<file path="config.mk">
export PLATFORM = sky130hd
export DESIGN_NAME = linear_waypoint_interpolator
export DESIGN_NICKNAME = d
export VERILOG_FILES = /design/src/rtl/lwi_pkg.sv /design/src/rtl/lwi_lane.sv /design/src/rtl/lwi_merge.sv /design/src/rtl/linear_waypoint_interpolator.sv
export SDC_FILE = /design/constraint.sdc
export NUM_CORES = 2
export LEC_CHECK = 0
export BUFFER_PORTS_ARGS = -buffer_cell sky130_fd_sc_hd__buf_4
export CELL_PAD_IN_SITES_DETAIL_PLACEMENT = 0
export CELL_PAD_IN_SITES_GLOBAL_PLACEMENT = 1
export CORE_MARGIN = 2
export CORE_UTILIZATION = 31
export DETAILED_ROUTE_END_ITERATION = 16
export PLACE_DENSITY_LB_ADDON = 0.1
export SYNTH_ARGS = -nofsm -noshare
export SYNTH_HDL_FRONTEND = slang
export SYNTH_SLANG_ARGS = --single-unit
</file>
<file path="constraint.sdc">
create_clock -name i_clk -period 10.2 [get_ports i_clk]
set_input_delay 0.51 -clock i_clk [delete_from_list [all_inputs] [get_ports i_clk]]
set_output_delay 0.51 -clock i_clk [all_outputs]
set_load 0.05 [all_outputs]
</file>
<file path="src/rtl/lwi_pkg.sv">
package lwi_pkg;

    localparam int COORD_WIDTH   = 32;
    localparam int FRAC_BITS     = 16;
    localparam int MAX_WAYPOINTS = 63;

    localparam int IDX_WIDTH     = 6;
    localparam int PARTS_WIDTH   = IDX_WIDTH + 1;
    localparam int REM_WIDTH     = IDX_WIDTH + 2;
    localparam int CFG_IDX_WIDTH = 3;

    localparam int NUM_WAYPOINTS_RESET = 5;
    localparam int HOME_X_UNITS        = 1;
    localparam int HOME_Y_UNITS        = 2;
    localparam int HOME_Z_UNITS        = 3;

    typedef enum logic [CFG_IDX_WIDTH-1:0] {
        REG_NUM_WAYPOINTS = 3'd0,
        REG_HOME_X        = 3'd1,
        REG_HOME_Y        = 3'd2,
        REG_HOME_Z        = 3'd3
    } t_reg_idx;

    typedef enum logic [1:0] {
        ST_IDLE,
        ST_DIVIDE,
        ST_PRIME,
        ST_EMIT
    } t_state;

    typedef struct packed {
        logic load;
        logic div;
        logic step;
    } t_lane_ctl;

endpackage

</file>
<file path="src/rtl/lwi_lane.sv">
module lwi_lane #(
    parameter int COORD_WIDTH = lwi_pkg::COORD_WIDTH
) (
    input  logic                                 i_clk,
    input  lwi_pkg::t_lane_ctl                   i_ctl,
    input  logic signed [COORD_WIDTH-1:0]        i_start,
    input  logic signed [COORD_WIDTH-1:0]        i_target,
    input  logic [lwi_pkg::PARTS_WIDTH-1:0]      i_parts,
    output logic signed [COORD_WIDTH-1:0]        o_coord
);

    localparam int MAG_W = COORD_WIDTH + 1;
    localparam int REM_W = lwi_pkg::REM_WIDTH;

    logic                     r_neg;
    logic [MAG_W-1:0]         r_quo;
    logic [REM_W-1:0]         r_rem;
    logic [REM_W-1:0]         r_acc_rem;
    logic [COORD_WIDTH-1:0]   r_coord;

    logic signed [MAG_W-1:0]  w_diff;
    logic [MAG_W-1:0]         w_mag;
    logic [REM_W-1:0]         w_divisor;
    logic [REM_W-1:0]         w_trial;
    logic                     w_fits;
    logic [REM_W-1:0]         w_sum;
    logic                     w_carry;
    logic [MAG_W-1:0]         w_delta;

    assign w_diff    = {i_target[COORD_WIDTH-1], i_target} - {i_start[COORD_WIDTH-1], i_start};
    assign w_mag     = w_diff[MAG_W-1] ? MAG_W'(-w_diff) : MAG_W'(w_diff);
    assign w_divisor = {1'b0, i_parts};
    assign w_trial   = {r_rem[REM_W-2:0], r_quo[MAG_W-1]};
    assign w_fits    = (w_trial >= w_divisor);
    assign w_sum     = r_acc_rem + r_rem;
    assign w_carry   = (w_sum >= w_divisor);
    assign w_delta   = r_quo + MAG_W'(w_carry);
    assign o_coord   = r_coord;

    always_ff @(posedge i_clk) begin
        if (i_ctl.load) begin
            r_neg     <= w_diff[MAG_W-1];
            r_quo     <= w_mag;
            r_rem     <= '0;
            r_acc_rem <= '0;
            r_coord   <= i_start;
        end else if (i_ctl.div) begin
            r_quo <= {r_quo[MAG_W-2:0], w_fits};
            r_rem <= w_fits ? (w_trial - w_divisor) : w_trial;
        end else if (i_ctl.step) begin
            r_acc_rem <= w_carry ? (w_sum - w_divisor) : w_sum;
            if (r_neg) begin
                r_coord <= r_coord - w_delta[COORD_WIDTH-1:0];
            end else begin
                r_coord <= r_coord + w_delta[COORD_WIDTH-1:0];
            end
        end
    end

endmodule

</file>
<file path="src/rtl/lwi_merge.sv">
module lwi_merge #(
    parameter int COORD_WIDTH = lwi_pkg::COORD_WIDTH
) (
    input  logic                               i_clk,
    input  logic                               i_rst_n,
    input  logic                               i_load,
    input  logic signed [COORD_WIDTH-1:0]      i_x,
    input  logic signed [COORD_WIDTH-1:0]      i_y,
    input  logic signed [COORD_WIDTH-1:0]      i_z,
    input  logic [lwi_pkg::IDX_WIDTH-1:0]      i_index,
    input  logic                               i_last,
    input  logic                               i_ready,
    output logic                               o_valid,
    output logic signed [COORD_WIDTH-1:0]      o_x,
    output logic signed [COORD_WIDTH-1:0]      o_y,
    output logic signed [COORD_WIDTH-1:0]      o_z,
    output logic [lwi_pkg::IDX_WIDTH-1:0]      o_index,
    output logic                               o_last,
    output logic                               o_free
);

    logic                             r_valid;
    logic [COORD_WIDTH-1:0]           r_x;
    logic [COORD_WIDTH-1:0]           r_y;
    logic [COORD_WIDTH-1:0]           r_z;
    logic [lwi_pkg::IDX_WIDTH-1:0]    r_index;
    logic                             r_last;

    assign o_free  = !r_valid || i_ready;
    assign o_valid = r_valid;
    assign o_x     = r_x;
    assign o_y     = r_y;
    assign o_z     = r_z;
    assign o_index = r_index;
    assign o_last  = r_last;

    always_ff @(posedge i_clk) begin
        if (!i_rst_n) begin
            r_valid <= 1'b0;
        end else if (i_load) begin
            r_valid <= 1'b1;
        end else if (i_ready) begin
            r_valid <= 1'b0;
        end
    end

    always_ff @(posedge i_clk) begin
        if (i_load) begin
            r_x     <= i_x;
            r_y     <= i_y;
            r_z     <= i_z;
            r_index <= i_index;
            r_last  <= i_last;
        end
    end

endmodule

</file>
<file path="src/rtl/linear_waypoint_interpolator.sv">
// Channel   Direction  Handshake           Payload
// target    in         i_valid / o_ready   i_target_x, i_target_y, i_target_z
// waypoint  out        o_valid / i_ready   o_way_x, o_way_y, o_way_z, o_way_index, o_last
// config    in         i_cfg_we            i_cfg_idx, i_cfg_data
//
// A target with n waypoints is loaded, the bit-serial divider in each axis lane then
// divides its distance by n + 1, a prime step follows, and one point per cycle is
// emitted while the output is not stalled. With n = 0 no point is emitted.
// Synchronous active-low reset clears the sequencer and output valid; start = home.
// A stalled output holds the lanes; the next target is taken once the last point is loaded.
module linear_waypoint_interpolator #(
    parameter int COORD_WIDTH   = lwi_pkg::COORD_WIDTH,
    parameter int FRAC_BITS     = lwi_pkg::FRAC_BITS,
    parameter int MAX_WAYPOINTS = lwi_pkg::MAX_WAYPOINTS
) (
    input  logic                                 i_clk,
    input  logic                                 i_rst_n,
    input  logic                                 i_cfg_we,
    input  logic [lwi_pkg::CFG_IDX_WIDTH-1:0]    i_cfg_idx,
    input  logic [COORD_WIDTH-1:0]               i_cfg_data,
    input  logic                                 i_valid,
    output logic                                 o_ready,
    input  logic signed [COORD_WIDTH-1:0]        i_target_x,
    input  logic signed [COORD_WIDTH-1:0]        i_target_y,
    input  logic signed [COORD_WIDTH-1:0]        i_target_z,
    output logic                                 o_valid,
    input  logic                                 i_ready,
    output logic signed [COORD_WIDTH-1:0]        o_way_x,
    output logic signed [COORD_WIDTH-1:0]        o_way_y,
    output logic signed [COORD_WIDTH-1:0]        o_way_z,
    output logic [lwi_pkg::IDX_WIDTH-1:0]        o_way_index,
    output logic                                 o_last
);

    localparam int IDX_W   = lwi_pkg::IDX_WIDTH;
    localparam int PARTS_W = lwi_pkg::PARTS_WIDTH;
    localparam int CNT_W   = $clog2(COORD_WIDTH + 1);
    localparam logic [CNT_W-1:0] DIV_LAST = CNT_W'(COORD_WIDTH);
    localparam logic [IDX_W-1:0] N_MAX    = IDX_W'(MAX_WAYPOINTS);
    localparam logic [COORD_WIDTH-1:0] START_X_RST =
        COORD_WIDTH'(lwi_pkg::HOME_X_UNITS) << FRAC_BITS;
    localparam logic [COORD_WIDTH-1:0] START_Y_RST =
        COORD_WIDTH'(lwi_pkg::HOME_Y_UNITS) << FRAC_BITS;
    localparam logic [COORD_WIDTH-1:0] START_Z_RST =
        COORD_WIDTH'(lwi_pkg::HOME_Z_UNITS) << FRAC_BITS;

    lwi_pkg::t_state        r_state;
    lwi_pkg::t_state        n_state;
    logic [CNT_W-1:0]       r_cnt;
    logic [CNT_W-1:0]       n_cnt;
    logic [IDX_W-1:0]       r_k;
    logic [IDX_W-1:0]       n_k;
    logic [IDX_W-1:0]       r_num_wp;
    logic [IDX_W-1:0]       r_n;
    logic [PARTS_W-1:0]     r_parts;
    logic [COORD_WIDTH-1:0] r_start_x;
    logic [COORD_WIDTH-1:0] r_start_y;
    logic [COORD_WIDTH-1:0] r_start_z;

    logic [IDX_W-1:0]       w_n_sat;
    logic                   w_accept;
    logic                   w_emit;
    logic                   w_free;
    lwi_pkg::t_lane_ctl     w_ctl;
    logic [COORD_WIDTH-1:0] w_lane_x;
    logic [COORD_WIDTH-1:0] w_lane_y;
    logic [COORD_WIDTH-1:0] w_lane_z;

    assign w_n_sat  = (r_num_wp > N_MAX) ? N_MAX : r_num_wp;
    assign w_accept = i_valid && o_ready;

    always_comb begin
        n_state    = r_state;
        n_cnt      = r_cnt;
        n_k        = r_k;
        o_ready    = 1'b0;
        w_emit     = 1'b0;
        w_ctl      = '0;
        case (r_state)
            lwi_pkg::ST_IDLE: begin
                o_ready    = 1'b1;
                w_ctl.load = i_valid;
                n_cnt      = '0;
                if (i_valid && (w_n_sat != '0)) begin
                    n_state = lwi_pkg::ST_DIVIDE;
                end
            end
            lwi_pkg::ST_DIVIDE: begin
                w_ctl.div = 1'b1;
                n_cnt     = r_cnt + CNT_W'(1);
                if (r_cnt == DIV_LAST) begin
                    n_state = lwi_pkg::ST_PRIME;
                end
            end
            lwi_pkg::ST_PRIME: begin
                w_ctl.step = 1'b1;
                n_k        = IDX_W'(1);
                n_state    = lwi_pkg::ST_EMIT;
            end
            lwi_pkg::ST_EMIT: begin
                if (w_free) begin
                    w_emit = 1'b1;
                    if (r_k == r_n) begin
                        n_state = lwi_pkg::ST_IDLE;
                    end else begin
                        w_ctl.step = 1'b1;
                        n_k        = r_k + IDX_W'(1);
                    end
                end
            end
            default: begin
                n_state = lwi_pkg::ST_IDLE;
            end
        endcase
    end

    always_ff @(posedge i_clk) begin
        if (!i_rst_n) begin
            r_state <= lwi_pkg::ST_IDLE;
        end else begin
            r_state <= n_state;
        end
    end

    always_ff @(posedge i_clk) begin
        if (!i_rst_n) begin
            r_cnt     <= '0;
            r_k       <= '0;
            r_num_wp  <= IDX_W'(lwi_pkg::NUM_WAYPOINTS_RESET);
            r_start_x <= START_X_RST;
            r_start_y <= START_Y_RST;
            r_start_z <= START_Z_RST;
        end else begin
            r_cnt <= n_cnt;
            r_k   <= n_k;
            if (i_cfg_we && (i_cfg_idx == lwi_pkg::REG_NUM_WAYPOINTS)) begin
                r_num_wp <= i_cfg_data[IDX_W-1:0];
            end
            if (w_accept) begin
                r_start_x <= i_target_x;
                r_start_y <= i_target_y;
                r_start_z <= i_target_z;
            end
        end
    end

    always_ff @(posedge i_clk) begin
        if (w_accept) begin
            r_n     <= w_n_sat;
            r_parts <= {1'b0, w_n_sat} + PARTS_W'(1);
        end
    end

    lwi_lane #(.COORD_WIDTH(COORD_WIDTH)) u_lane_x (
        .i_clk    (i_clk),
        .i_ctl    (w_ctl),
        .i_start  (r_start_x),
        .i_target (i_target_x),
        .i_parts  (r_parts),
        .o_coord  (w_lane_x)
    );

    lwi_lane #(.COORD_WIDTH(COORD_WIDTH)) u_lane_y (
        .i_clk    (i_clk),
        .i_ctl    (w_ctl),
        .i_start  (r_start_y),
        .i_target (i_target_y),
        .i_parts  (r_parts),
        .o_coord  (w_lane_y)
    );

    lwi_lane #(.COORD_WIDTH(COORD_WIDTH)) u_lane_z (
        .i_clk    (i_clk),
        .i_ctl    (w_ctl),
        .i_start  (r_start_z),
        .i_target (i_target_z),
        .i_parts  (r_parts),
        .o_coord  (w_lane_z)
    );

    lwi_merge #(.COORD_WIDTH(COORD_WIDTH)) u_merge (
        .i_clk    (i_clk),
        .i_rst_n  (i_rst_n),
        .i_load   (w_emit),
        .i_x      (w_lane_x),
        .i_y      (w_lane_y),
        .i_z      (w_lane_z),
        .i_index  (r_k),
        .i_last   (r_k == r_n),
        .i_ready  (i_ready),
        .o_valid  (o_valid),
        .o_x      (o_way_x),
        .o_y      (o_way_y),
        .o_z      (o_way_z),
        .o_index  (o_way_index),
        .o_last   (o_last),
        .o_free   (w_free)
    );

endmodule

</file>
==> impl_metrics.toml <==
[floorplanning]
start_util_pct = 31.3
core_area_sq_mm = 0.122
num_rows = 128
die_w_um = 355
ios = 241
dieArea_sq_mm = 0.126
die_y_um = 355

[global_routing]
grt_max_degree = 122
grt_pass1_vias = 31000
antenna_found_initial = 3
grt_overflow_total = 0
grt_pass1_wl_um = 184000
grt.total_usage_pct = 18.6

[power_and_ir_drop]
cellInternalPower_mw = 8.91
p_per_area_mw_per_mm2 = 382
switchingPower_mw = 7.78
ir_drop_mv = 0.189
total_power_mw = 16.7
p_sw_share_pct = 46.6
leakage_nw = 16.8
p_clk_share_pct = 15.4
seqPwrFrac_pct = 24.0
combPwrFrac_pct = 60.7

[cts]
cts.sinks = 479
cts-root-buf = "clkbuf_16"
cts_buffer_depth = 3
cts_buffers = 68
ctsResizeCount = 0
clk_latency_ns = 0.66
cts-hold-fix-buffers = 0
cts_htree_levels = 3
clk_transition_reported_paths_ns = 0.05
post-cts-setup-buffers = 0
cts_tree = "built"

[sta]
fmax_mhz = 113
fin_tns_setup_ns = 0
final-hold-violation-count = 0
timing.final.crit_share_pct = 87.0
slew_viol_final = 0
fin_worst_skew_ns = 0.0256
tightest_slew_ns = 1.02
grt_setup_unrepaired = "no"
max_slew_margin_pct = 31.8
period_needed_ns = 8.87
setup_viol = 0

[critical_path]
critPathRequiredTime_ns = 10.56
startpoint_type = "flip-flop"
cp_slowest_stage_delay_ns = 0.51
ff2ff_setup_slack_ns = 1.33
cp-end-kind = "flip-flop"
slowest_stage = "nor3_1"
crit_type = "flip-flop to flip-flop"
crit_fanout = 10
worstPathArrival_ns = 9.24
ff2ff_path_depth = 35

[yosys]
synth_cell_types = 101
syn_inst = 4514
synth_ff_type = "edfxtp_1"
ys_ff_latch = 479
synth.avg_cell_area_sq_um = 8.46
synth_top_area_share_pct = 24.7
ys_warn_count = 0
synthArstFlopShare_pct = 0
syn_nets = 4939
synth_area_sq_mm = 0.0382
yosys.area.top_type = "edfxtp_1"
ys_seq_area_share_pct = 33.3
ys_top_cells_by_area = "edfxtp_1, ha_1, dfxtp_1, xnor2_1, nand2_1"
synth-edff-count = 314

[routing]
antenna_left = 0
dr.pass1.iters = 5
vias = 32000
wl_um = 119000
vias_per_cell = 5.08
drc = 0
dr.first_iter.drc_count = 1973
wire_per_inst_um = 18.9

[worst_hold_path]
whs_path_depth = 3
hold_class = "input port to flip-flop"

[run]
drv_cap = 0

[finish]
multi_input_area_sq_mm = 0.0238
nNetsFinal = 5044
regArea_sq_mm = 0.0127
nFillCells = 12900
reg_top3 = "u_lane_x.r_quo (33), u_lane_y.r_quo (33), u_lane_z.r_quo (33)"
area_delta_synth_final_pct = 14.3
finish.utilization_pct = 35.8
drive_gt1_share_pct = 9.24

[placed_design]
port_buffers = 214
place_hpwl_um = 90500
place.gp.congestion = 0.816

[status]
status = "completed"
synthesized netlist by cell type (all sizes together), types with 29 or more instances:
master / count
nand2: 545
nor2: 350
a21oi: 339
edfxtp: 314
xnor2: 303
o21ai: 296
ha: 274
inv: 233
clkbuf: 187
xor2: 180
dfxtp: 165
nand3: 127
nor3: 105
a21o: 101
a21boi: 100
a211oi: 62
nor2b: 58
and3: 54
o21a: 48
mux2i: 46
nand2b: 45
nand4: 45
a31oi: 44
o21bai: 40
and2: 39
o31ai: 39
or3: 39
o211ai: 29
metal layers:
metal  vias up  GRT usage, %  share of wire (%)
met5         -             0                  0
met2       485          28.4                 43
met4         0          4.41                1.6
met1     15000          27.6                 52
li1      16400             -                  -
met3        95          2.48                3.7
cells by family (layout without fill, tap and decap cells):
family / count (synthesis) / count (layout) / share of synthesized area [%]
muxes: 62 / 62 / 1.68
and+or+nand+nor: 1514 / 1514 / 18.7
other: 0 / 1 / 0
adders and majority gates: 289 / 289 / 9.76
AOI/OAI and AO/OA: 1249 / 1249 / 21.1
buffers and inverters: 438 / 599 / 4.33
xor gates and xnor gates: 483 / 483 / 11.1
DFF: 479 / 479 / 33.3
placed cells by master (no fill, tap or decap), drive strengths merged, types with 100 or more instances in the layout:
| cell | instances |
|---|---|
| nand2 | 545 |
| nor2 | 350 |
| a21oi | 339 |
| edfxtp | 314 |
| xnor2 | 303 |
| o21ai | 296 |
| ha | 274 |
| buf | 240 |
| inv | 238 |
| xor2 | 180 |
| dfxtp | 165 |
| nand3 | 127 |
| nor3 | 105 |
| a21o | 101 |
| a21boi | 100 |
stage by stage:
step / std cells / setup WS (ns) / instance area (sq um) / hold slack (ns)
floorplan: 4514 / 2.77 / 38200 / 0.426
global placement: 6174 / 1.29 / 41300 / 0.434
detailed placement: 6174 / 1.25 / 41300 / 0.445
finish: 6301 / 1.33 / 43700 / 0.0995
CTS: 6300 / 1.21 / 43700 / 0.0383
global route: 6300 / 0.343 / 43700 / 0.0648
path summary, 6_finish.rpt:
kind,startpoint,end
setup / recovery,u_lane_x.r_rem[1],u_lane_x.o_coord[30]
hold / removal,i_cfg_data[0],r_num_wp[0]
setup reg to reg,u_lane_x.r_rem[1],u_lane_x.o_coord[30]
hold reg to reg,u_lane_z.r_acc_rem[0],u_lane_z.r_acc_rem[0]
area by class of cell:
class                      instances  area share [%]
antenna                            1         0.00573
multi-input combinational       3597            54.6
sequential                       479            29.2
tap                             1625            4.66
timing repair buffer             240            4.15
clock buffer                      90            4.32
clock inverter                    36            1.07
inverter                         233            2.04
worst max-delay path: cells and delay by family (launching register included):
kind / cells / cell delay (ns)
XOR/XNOR: 3 / 0.43
flip-flops: 1 / 0.43
adder cells (fa/ha/maj): 5 / 1.68
AO/OA/AOI/OAI: 14 / 2.50
AND/OR/NAND/NOR: 13 / 3.55
power groups by stage:
stage                     logic, mW  clock network (mW)  registers, mW
after global routing           11.5                2.72           4.11
after CTS                      10.2                2.67           4.01
after global placement         10.2                   0           4.05
after detailed placement       10.1                   0           4.04
after floorplan                7.88                   0           3.77
final                          10.1                2.56           4.00
Power figures use the tool's default switching activity.
